===== src/rtl/core/bls_pkg.sv =====
// shared constants, codes and controller/datapath interface types for the list stack engine
`timescale 1ns / 1ps
`default_nettype none

package bls_pkg;

   // storage geometry
   localparam int DEPTH     = 64;
   localparam int ADDR_W    = (DEPTH > 1) ? $clog2(DEPTH) : 1;
   localparam int CNT_W     = $clog2(DEPTH + 1);

   // fixed field widths
   localparam int DATA_W    = 32;
   localparam int KIND_W    = 3;
   localparam int POS_W     = 6;
   localparam int STATUS_W  = 2;
   localparam int OUT_CNT_W = 7;
   localparam int CMP_W     = (POS_W > CNT_W) ? POS_W : CNT_W;

   // request kinds
   typedef enum logic [KIND_W-1:0] {
      KIND_PUSH   = 3'd0,
      KIND_POP    = 3'd1,
      KIND_SEARCH = 3'd2,
      KIND_CLEAR  = 3'd3,
      KIND_SUM    = 3'd4,
      KIND_DELETE = 3'd5
   } kind_type;

   // result status codes
   typedef enum logic [STATUS_W-1:0] {
      ST_OK    = 2'd0,
      ST_EMPTY = 2'd1,
      ST_FULL  = 2'd2,
      ST_RANGE = 2'd3
   } status_type;

   // controller states
   typedef enum logic [2:0] {
      S_IDLE,
      S_DECODE,
      S_POP_TAKE,
      S_SCAN,
      S_DEL_HEAD,
      S_DEL_SHIFT,
      S_FINISH
   } state_type;

   // read address source
   typedef enum logic [1:0] {
      RD_HEAD,
      RD_DEL,
      RD_PTR
   } rd_sel_type;

   // commands from controller to datapath
   typedef struct packed {
      logic       latch_req;
      logic       start;
      status_type status;
      logic       rd_en;
      rd_sel_type rd_sel;
      logic       ptr_zero;
      logic       ptr_del;
      logic       ptr_inc;
      logic       acc_en;
      logic       take_rdata;
      logic       wr_push;
      logic       wr_shift;
      logic       cnt_inc;
      logic       cnt_dec;
      logic       cnt_clr;
      logic       load_out;
   } dp_cmd_type;

   // status from datapath to controller
   typedef struct packed {
      kind_type kind;
      logic     empty;
      logic     full;
      logic     pos_bad;
      logic     ptr_first;
      logic     ptr_end;
   } dp_sts_type;

endpackage

`default_nettype wire


===== src/rtl/core/bounded_list_stack_engine.sv =====
// top level of the bounded list stack engine: controller, datapath and checks
`timescale 1ns / 1ps
`default_nettype none

// channel    | valid      | stall      | payload
// -----------+------------+------------+----------------------------------------------
// request    | req_valid  | req_stall  | req_kind, req_value, req_position
// response   | rsp_valid  | rsp_stall  | rsp_result_value, rsp_found, rsp_status,
//            |            |            | rsp_entry_count
//
// push, clear, errors and unused kinds go from decode straight to the finish state; pop reads the head first
// search and sum walk every entry, one memory read per cycle, and skip the walk when empty
// delete reads the entry at the given position from the top, then the close-up copies one entry per cycle
// reset clears the entry count and handshake state only; the entry memory is left as is
// one request is in work at a time; the next is taken as soon as the last one sits in the
// response register, and a stalled response holds the engine in its final state

module bounded_list_stack_engine (
   input  wire logic                           clock,
   input  wire logic                           reset,
   input  wire logic                           req_valid,
   output logic                                req_stall,
   input  wire logic [bls_pkg::KIND_W-1:0]     req_kind,
   input  wire logic signed [bls_pkg::DATA_W-1:0] req_value,
   input  wire logic [bls_pkg::POS_W-1:0]      req_position,
   output logic                                rsp_valid,
   input  wire logic                           rsp_stall,
   output logic signed [bls_pkg::DATA_W-1:0]   rsp_result_value,
   output logic                                rsp_found,
   output logic [bls_pkg::STATUS_W-1:0]        rsp_status,
   output logic [bls_pkg::OUT_CNT_W-1:0]       rsp_entry_count
);
   import bls_pkg::*;

   dp_cmd_type cmd;
   dp_sts_type sts;

   // sequencer
   bls_controller u_controller (
      .clock     (clock),
      .reset     (reset),
      .req_valid (req_valid),
      .req_stall (req_stall),
      .rsp_valid (rsp_valid),
      .rsp_stall (rsp_stall),
      .sts       (sts),
      .cmd       (cmd)
   );

   // storage and arithmetic
   bls_datapath u_datapath (
      .clock            (clock),
      .reset            (reset),
      .req_kind         (req_kind),
      .req_value        (req_value),
      .req_position     (req_position),
      .cmd              (cmd),
      .sts              (sts),
      .rsp_result_value (rsp_result_value),
      .rsp_found        (rsp_found),
      .rsp_status       (rsp_status),
      .rsp_entry_count  (rsp_entry_count)
   );

   // an accepted request keeps the engine busy in the next cycle
   assert property (@(posedge clock) disable iff (reset)
      (req_valid && !req_stall) |=> req_stall)
      else $error("engine idle right after taking a request");

   // a full status only comes from a store at its depth
   assert property (@(posedge clock) disable iff (reset)
      (rsp_valid && rsp_status == ST_FULL) |-> (rsp_entry_count == OUT_CNT_W'(DEPTH)))
      else $error("full status with store below depth");

   // an empty status leaves no entries and no value
   assert property (@(posedge clock) disable iff (reset)
      (rsp_valid && rsp_status == ST_EMPTY)
         |-> (rsp_entry_count == '0 && rsp_result_value == '0))
      else $error("empty status with entries or value");

   // a search hit reports ok with a zero value
   assert property (@(posedge clock) disable iff (reset)
      (rsp_valid && rsp_found) |-> (rsp_status == ST_OK && rsp_result_value == '0))
      else $error("search hit with bad status or value");

   // the entry count never passes the depth
   assert property (@(posedge clock) disable iff (reset)
      rsp_valid |-> (rsp_entry_count <= OUT_CNT_W'(DEPTH)))
      else $error("entry count beyond depth");

endmodule

`default_nettype wire


===== src/rtl/core/bls_datapath.sv =====
// datapath: entry memory, count, walk pointers, accumulator and result register
`timescale 1ns / 1ps
`default_nettype none

module bls_datapath (
   input  wire logic                           clock,
   input  wire logic                           reset,
   input  wire logic [bls_pkg::KIND_W-1:0]     req_kind,
   input  wire logic signed [bls_pkg::DATA_W-1:0] req_value,
   input  wire logic [bls_pkg::POS_W-1:0]      req_position,
   input  wire bls_pkg::dp_cmd_type            cmd,
   output bls_pkg::dp_sts_type                 sts,
   output logic signed [bls_pkg::DATA_W-1:0]   rsp_result_value,
   output logic                                rsp_found,
   output logic [bls_pkg::STATUS_W-1:0]        rsp_status,
   output logic [bls_pkg::OUT_CNT_W-1:0]       rsp_entry_count
);
   import bls_pkg::*;

   // entry memory, oldest entry at address zero
   logic [DATA_W-1:0] entries_ff [DEPTH];
   logic [DATA_W-1:0] rdata_ff;

   // request fields held for the whole operation
   logic [KIND_W-1:0] kind_ff;
   logic [DATA_W-1:0] value_ff;
   logic [POS_W-1:0]  position_ff;

   // control state
   logic [CNT_W-1:0]  count_ff, count_in;
   logic [CNT_W-1:0]  ptr_ff, ptr_in;
   logic [ADDR_W-1:0] dst_ff, dst_in;

   // working result
   logic [DATA_W-1:0] res_ff, res_in;
   logic              found_ff, found_in;
   status_type        status_ff, status_in;

   // output register
   logic [DATA_W-1:0]    out_value_ff;
   logic                 out_found_ff;
   status_type           out_status_ff;
   logic [OUT_CNT_W-1:0] out_count_ff;

   // address arithmetic
   logic [CNT_W-1:0]  head_idx_w;
   logic [CNT_W-1:0]  del_idx_w;
   logic [ADDR_W-1:0] raddr_w;
   logic [ADDR_W-1:0] waddr_w;
   logic              wr_en_w;
   logic [DATA_W-1:0] wdata_w;

   assign head_idx_w = count_ff - CNT_W'(1);
   assign del_idx_w  = count_ff - CNT_W'(1) - CNT_W'(position_ff);

   // status towards the controller
   assign sts.kind      = kind_type'(kind_ff);
   assign sts.empty     = (count_ff == '0);
   assign sts.full      = (count_ff == CNT_W'(DEPTH));
   assign sts.pos_bad   = (CMP_W'(position_ff) >= CMP_W'(count_ff));
   assign sts.ptr_first = (ptr_ff == '0);
   assign sts.ptr_end   = (ptr_ff == count_ff);

   // read address select
   always_comb begin
      case (cmd.rd_sel)
         RD_HEAD: raddr_w = head_idx_w[ADDR_W-1:0];
         RD_DEL:  raddr_w = del_idx_w[ADDR_W-1:0];
         RD_PTR:  raddr_w = ptr_ff[ADDR_W-1:0];
         default: raddr_w = ptr_ff[ADDR_W-1:0];
      endcase
   end

   // write port: push at the top or close-up copy
   assign wr_en_w = cmd.wr_push | cmd.wr_shift;
   assign waddr_w = cmd.wr_push ? count_ff[ADDR_W-1:0] : dst_ff;
   assign wdata_w = cmd.wr_push ? value_ff : rdata_ff;

   // memory with registered read
   always_ff @(posedge clock) begin
      if (wr_en_w) begin
         entries_ff[waddr_w] <= wdata_w;
      end
      if (cmd.rd_en) begin
         rdata_ff <= entries_ff[raddr_w];
      end
   end

   // request capture
   always_ff @(posedge clock) begin
      if (cmd.latch_req) begin
         kind_ff     <= req_kind;
         value_ff    <= req_value;
         position_ff <= req_position;
      end
   end

   // count and pointer next values
   always_comb begin
      count_in = count_ff;
      if (cmd.cnt_clr) begin
         count_in = '0;
      end else if (cmd.cnt_inc) begin
         count_in = count_ff + CNT_W'(1);
      end else if (cmd.cnt_dec) begin
         count_in = count_ff - CNT_W'(1);
      end

      ptr_in = ptr_ff;
      dst_in = dst_ff;
      if (cmd.ptr_zero) begin
         ptr_in = '0;
      end else if (cmd.ptr_del) begin
         ptr_in = del_idx_w + CNT_W'(1);
         dst_in = del_idx_w[ADDR_W-1:0];
      end else if (cmd.ptr_inc) begin
         ptr_in = ptr_ff + CNT_W'(1);
      end
      if (cmd.wr_shift) begin
         dst_in = dst_ff + ADDR_W'(1);
      end
   end

   always_ff @(posedge clock) begin
      if (reset) begin
         count_ff <= '0;
      end else begin
         count_ff <= count_in;
      end
   end

   always_ff @(posedge clock) begin
      ptr_ff <= ptr_in;
      dst_ff <= dst_in;
   end

   // working result: cleared on start, loaded with the read data for pop and delete, summed or compared during a walk
   always_comb begin
      res_in    = res_ff;
      found_in  = found_ff;
      status_in = status_ff;
      if (cmd.start) begin
         res_in    = '0;
         found_in  = 1'b0;
         status_in = cmd.status;
      end else if (cmd.take_rdata) begin
         res_in = rdata_ff;
      end else if (cmd.acc_en) begin
         if (kind_ff == KIND_SUM) begin
            res_in = res_ff + rdata_ff;
         end
         if (kind_ff == KIND_SEARCH && rdata_ff == value_ff) begin
            found_in = 1'b1;
         end
      end
   end

   always_ff @(posedge clock) begin
      res_ff    <= res_in;
      found_ff  <= found_in;
      status_ff <= status_in;
   end

   // output register
   always_ff @(posedge clock) begin
      if (cmd.load_out) begin
         out_value_ff  <= res_ff;
         out_found_ff  <= found_ff;
         out_status_ff <= status_ff;
         out_count_ff  <= OUT_CNT_W'(count_ff);
      end
   end

   assign rsp_result_value = out_value_ff;
   assign rsp_found        = out_found_ff;
   assign rsp_status       = out_status_ff;
   assign rsp_entry_count  = out_count_ff;

endmodule

`default_nettype wire


===== src/rtl/core/bls_controller.sv =====
// controller: sequences each request through decode, memory walk and response hand-off
`timescale 1ns / 1ps
`default_nettype none

module bls_controller (
   input  wire logic                 clock,
   input  wire logic                 reset,
   input  wire logic                 req_valid,
   output logic                      req_stall,
   output logic                      rsp_valid,
   input  wire logic                 rsp_stall,
   input  wire bls_pkg::dp_sts_type  sts,
   output bls_pkg::dp_cmd_type       cmd
);
   import bls_pkg::*;

   state_type state_ff, state_in;
   logic      rsp_valid_ff, rsp_valid_in;

   // state register
   always_ff @(posedge clock) begin
      if (reset) begin
         state_ff     <= S_IDLE;
         rsp_valid_ff <= 1'b0;
      end else begin
         state_ff     <= state_in;
         rsp_valid_ff <= rsp_valid_in;
      end
   end

   // next state and commands
   always_comb begin
      state_in = state_ff;
      cmd      = '0;
      cmd.status = ST_OK;
      cmd.rd_sel = RD_PTR;

      case (state_ff)
         S_IDLE: begin
            if (req_valid) begin
               cmd.latch_req = 1'b1;
               state_in      = S_DECODE;
            end
         end

         S_DECODE: begin
            cmd.start = 1'b1;
            state_in  = S_FINISH;
            case (sts.kind)
               KIND_PUSH: begin
                  if (sts.full) begin
                     cmd.status = ST_FULL;
                  end else begin
                     cmd.wr_push = 1'b1;
                     cmd.cnt_inc = 1'b1;
                  end
               end
               KIND_POP: begin
                  if (sts.empty) begin
                     cmd.status = ST_EMPTY;
                  end else begin
                     cmd.rd_en   = 1'b1;
                     cmd.rd_sel  = RD_HEAD;
                     cmd.cnt_dec = 1'b1;
                     state_in    = S_POP_TAKE;
                  end
               end
               KIND_SEARCH, KIND_SUM: begin
                  if (!sts.empty) begin
                     cmd.ptr_zero = 1'b1;
                     state_in     = S_SCAN;
                  end
               end
               KIND_CLEAR: begin
                  cmd.cnt_clr = 1'b1;
               end
               KIND_DELETE: begin
                  if (sts.empty) begin
                     cmd.status = ST_EMPTY;
                  end else if (sts.pos_bad) begin
                     cmd.status = ST_RANGE;
                  end else begin
                     cmd.rd_en   = 1'b1;
                     cmd.rd_sel  = RD_DEL;
                     cmd.ptr_del = 1'b1;
                     state_in    = S_DEL_HEAD;
                  end
               end
               default: begin
                  // unused kinds answer ok with zeros
               end
            endcase
         end

         S_POP_TAKE: begin
            cmd.take_rdata = 1'b1;
            state_in       = S_FINISH;
         end

         // one read per cycle, each word folded in the cycle after its read
         S_SCAN: begin
            cmd.acc_en = !sts.ptr_first;
            if (sts.ptr_end) begin
               state_in = S_FINISH;
            end else begin
               cmd.rd_en   = 1'b1;
               cmd.ptr_inc = 1'b1;
            end
         end

         S_DEL_HEAD: begin
            cmd.take_rdata = 1'b1;
            if (sts.ptr_end) begin
               cmd.cnt_dec = 1'b1;
               state_in    = S_FINISH;
            end else begin
               cmd.rd_en   = 1'b1;
               cmd.ptr_inc = 1'b1;
               state_in    = S_DEL_SHIFT;
            end
         end

         // each entry above the deleted one moves down by one
         S_DEL_SHIFT: begin
            cmd.wr_shift = 1'b1;
            if (sts.ptr_end) begin
               cmd.cnt_dec = 1'b1;
               state_in    = S_FINISH;
            end else begin
               cmd.rd_en   = 1'b1;
               cmd.ptr_inc = 1'b1;
            end
         end

         S_FINISH: begin
            if (!rsp_valid_ff || !rsp_stall) begin
               cmd.load_out = 1'b1;
               state_in     = S_IDLE;
            end
         end

         default: begin
            state_in = S_IDLE;
         end
      endcase
   end

   // response valid flag
   always_comb begin
      if (cmd.load_out) begin
         rsp_valid_in = 1'b1;
      end else if (rsp_stall) begin
         rsp_valid_in = rsp_valid_ff;
      end else begin
         rsp_valid_in = 1'b0;
      end
   end

   assign req_stall = (state_ff != S_IDLE);
   assign rsp_valid = rsp_valid_ff;

endmodule

`default_nettype wire

===== config.mk =====
export PLATFORM = sky130hd
export DESIGN_NAME = bounded_list_stack_engine
export DESIGN_NICKNAME = d
export VERILOG_FILES = /design/src/rtl/core/bls_pkg.sv /design/src/rtl/core/bounded_list_stack_engine.sv /design/src/rtl/core/bls_datapath.sv /design/src/rtl/core/bls_controller.sv
export SDC_FILE = /design/constraint.sdc
export NUM_CORES = 2
export LEC_CHECK = 0
export ABC_AREA = 1
export BUFFER_PORTS_ARGS = -buffer_cell sky130_fd_sc_hd__clkbuf_2
export CAP_MARGIN = 20
export CORE_MARGIN = 10
export CORE_UTILIZATION = 50
export DETAILED_ROUTE_END_ITERATION = 8
export PLACE_DENSITY = 0.61
export SYNTH_ARGS = -nofsm -noshare
export SYNTH_HDL_FRONTEND = slang
export SYNTH_SLANG_ARGS = --single-unit
export TNS_END_PERCENT = 1

===== constraint.sdc =====
create_clock -name clock -period 6.3 [get_ports clock]
set_input_delay 1.26 -clock clock [delete_from_list [all_inputs] [get_ports clock]]
set_output_delay 1.26 -clock clock [all_outputs]
set_load 0.05 [all_outputs]

==> qor.yml <==
grt_max_degree: 201
fmax_ghz: 0.196
finalNetCount: 9611
combinationalPowerShare_pct: 37.0
track_usage_pct: 27.2
ff_latch_area_um2: 66200
p_clk_share_pct: 25.8
ir_worst_vdd_v: 0.000517
root_buffer: "clkbuf_16"
cts_buffers: 228
synth.distinct_cells: 49
ys_top_cells_by_area: "edfxtp_1 65%, nand3_1 8.5%, inv_1 7.0%"
syn_nets: 9690
syn_inst: 9596
die_h_um: 468
cp-start-kind: "flop"
period_minus_slack_ns: 5.11
tightest_slew_ns: 1.28
antenna_found_initial: 13
worst_hold_slack_ns: 0.419
route.antenna.remaining_nets: 0
drt_iter0_drc: 8776
grt_pass1_vias: 68000
final_area_um2: 112000
rsz0062_at_grt: "false"
r2r_slack_ns: 1.19
vias: 72000
grt_pass1_wl_mm: 451
synth_ff_type: "edfxtp_1"
hold_viol: 0
critPathKind: "reg2reg"
fin_skew_ns: 0.0446
slowest_stage: "buf_4"
drive_gt1_share_pct: 7.94
die_w_um: 468
clock_latency_ns: 0.89
htree_levels: 4
synth_commonest_cells: "2171 x edfxtp_1, 1873 x inv_1, 1704 x nand3_1"
hold_path_class: "reg2reg"
total_power_mw: 51.6
fillers: 16800
crit_path_end_kind: "flop"
rr_startpoint: "u_datapath.count_ff[2]"
grt.overflow.total: 0
swShare_pct: 39.9
final_cell_count_no_fill: 12400
syn_avg_cell_area_um2: 10.5
ctsResizeCount: 0
synth-seq-cells: 2222
cp_data_required_time_ns: 6.91
boundaryPins: 89
crit_fanout: 65
dp.cells: 11900
async_reset_ff_share_pct: 0
fp.dieArea_um2: 219000
worstPathCellList: "inv_1 -> ha_1 -> nand2_1 -> inv_1 -> nand2_1 -> nand2_1 -> nand2_1 -> nand2_1 -> nand2_1 -> nand2_2 -> nand2_8 -> buf_4 -> buf_4 -> nand4_1 -> nand3_1 -> nand3_1 -> nand3_1 -> nand3_1 -> nand3_1 -> nand2_1"
fin_tns_setup_ns: 0
synth_top_area_share_pct: 64.9
io_buffers: 88
area_growth_pct: 11.3
path_clk_slew_ns: 0.06
dpl-instance-area_um2: 104000
cts.hold.buffers_added: 0
crit_arrival_ns: 5.72
clock-sinks: 2222
multi_input_area_um2: 25000
p_int_mw: 31.0
preCtsSetupSlack_ns: 1.31
drc: 0
relSlewSlack_pct: 14.6
drv_slew: 0
wl_mm: 306
utilization_pct: 56.0
ff2ff_path_depth: 20
crit_path_end: "u_datapath.rdata_ff[16]"
reg2reg_to: "u_datapath.rdata_ff[16]"
synth_edf_count: 2171
dp_hpwl_mm: 168
finalSetupViolations: 0
status: "completed"
gp_congestion: 0.882
period_share_pct: 81.0
seqPwrFrac_pct: 37.1
start_util_pct: 50.3
yosys_warnings: 0
routed_via_density: 5.82
yosys.area.top_type: "edfxtp_1"
setup_slack_ns: 1.19
wl_per_cell_um: 24.8
cts_tree: "yes"
clk_path_buf_depth: 3
cp_slowest_stage_delay_ns: 0.76
syn_area_um2: 100000
max_cap_violations: 0
p_leak_nw: 45.2
rows: 164
switching_power_mw: 20.6
postCtsSetupRepairBufs: 0
synth.yosys.seq_area_share_pct: 65.9
synth.most_common_cell: "edfxtp_1"
crit_start: "u_datapath.count_ff[2]"
core_area_um2: 200000
crit_path_frequent_cell: "nand2_1"
drt_first_pass_iters: 6
p_per_area_nw_per_um2: 462
-- flip-flops by register name, indices dropped and copies added, names as in the netlist, 2 cells and up --
signal and flops:
u_controller.state_ff 3, u_datapath.count_ff 7, u_datapath.dst_ff 6, u_datapath.entries_ff 2048, u_datapath.kind_ff 3, u_datapath.position_ff 6, u_datapath.ptr_ff 7, u_datapath.rdata_ff 32
u_datapath.res_ff 32, u_datapath.rsp_entry_count 7, u_datapath.rsp_result_value 32, u_datapath.rsp_status 2, u_datapath.status_ff 2, u_datapath.value_ff 32
-- critical path, delay by kind of cell, from the launching register on --
| kind | cells | cell delay, ns |
|---|---|---|
| DFF | 1 | 0.68 |
| adders and majority gates | 1 | 0.32 |
| and+or+nand+nor | 15 | 2.14 |
| buffers and inverters | 4 | 1.56 |
-- power by group through the flow --
| stage | combinational (mW) | sequential (mW) | clock, mW |
|---|---|---|---|
| floorplan | 11.9 | 19.3 | 0 |
| global placement | 18.6 | 19.5 | 0 |
| detailed placement | 18.8 | 19.4 | 0 |
| CTS | 18.8 | 19.1 | 13.5 |
| global route | 20.6 | 19.2 | 14.0 |
| finish | 19.1 | 19.2 | 13.3 |
-- cell families after synthesis --
family,after synthesis,share of synthesized area (%)
AO/OA/AOI/OAI,539,2.98
adder cells (fa/ha/maj),49,0.625
buffers and inverters,2510,10.0
multiplexers,1,0.00997
AND/OR/NAND/NOR,4209,19.8
flip-flops,2222,65.9
XOR/XNOR,66,0.576
-- final cells by class --
type,instances,share of cell area (%)
well taps,2656,2.97
repair buffers,315,2.57
multi-input cells,4864,22.3
clock buffers,299,5.43
flip-flops and latches,2222,59.2
clock inverters,120,1.09
diodes,4,0.00895
inverters,1886,6.36
-- layout by cell type, fill, tap and decap left out, drive strengths merged, types with 5 or more instances in the layout --
cell	n
bufinv	20
dfxtp	51
a31oi	25
nand4	716
a221oi	5
nand2	1588
ha	47
clkbuf	387
xnor2	15
nand3	1707
clkinv	90
edfxtp	2171
buf	227
o21bai	5
nor4	8
a21oi	71
nor2	142
xor2	51
o21ai	343
or2	15
o211ai	72
inv	1892
nor3	27
-- routing by layer --
layer	up-vias	routed length (µm)	global-route usage, %	share of wire [%]
met1	34900	126000	38.0	41
li1	32600	-	-	-
met4	4	11700	10.1	3.8
met3	631	30400	5.22	9.9
met2	3825	139000	42.5	45
met5	-	27	0	0.0088
-- how the worst min path moves through the flow --
stage               depth (start not counted)                     from  slack [ns]                  endpoint
floorplan                                   0  u_datapath.status_ff[0]        0.40  u_datapath.rsp_status[0]
global placement                            0  u_datapath.status_ff[0]        0.40  u_datapath.rsp_status[0]
detailed placement                          0  u_datapath.status_ff[0]        0.41  u_datapath.rsp_status[0]
CTS                                         0  u_datapath.status_ff[0]        0.42  u_datapath.rsp_status[0]
global route                                0  u_datapath.status_ff[0]        0.42  u_datapath.rsp_status[0]
finish                                      0  u_datapath.status_ff[0]        0.42  u_datapath.rsp_status[0]
(Power assumes the default switching activity.)
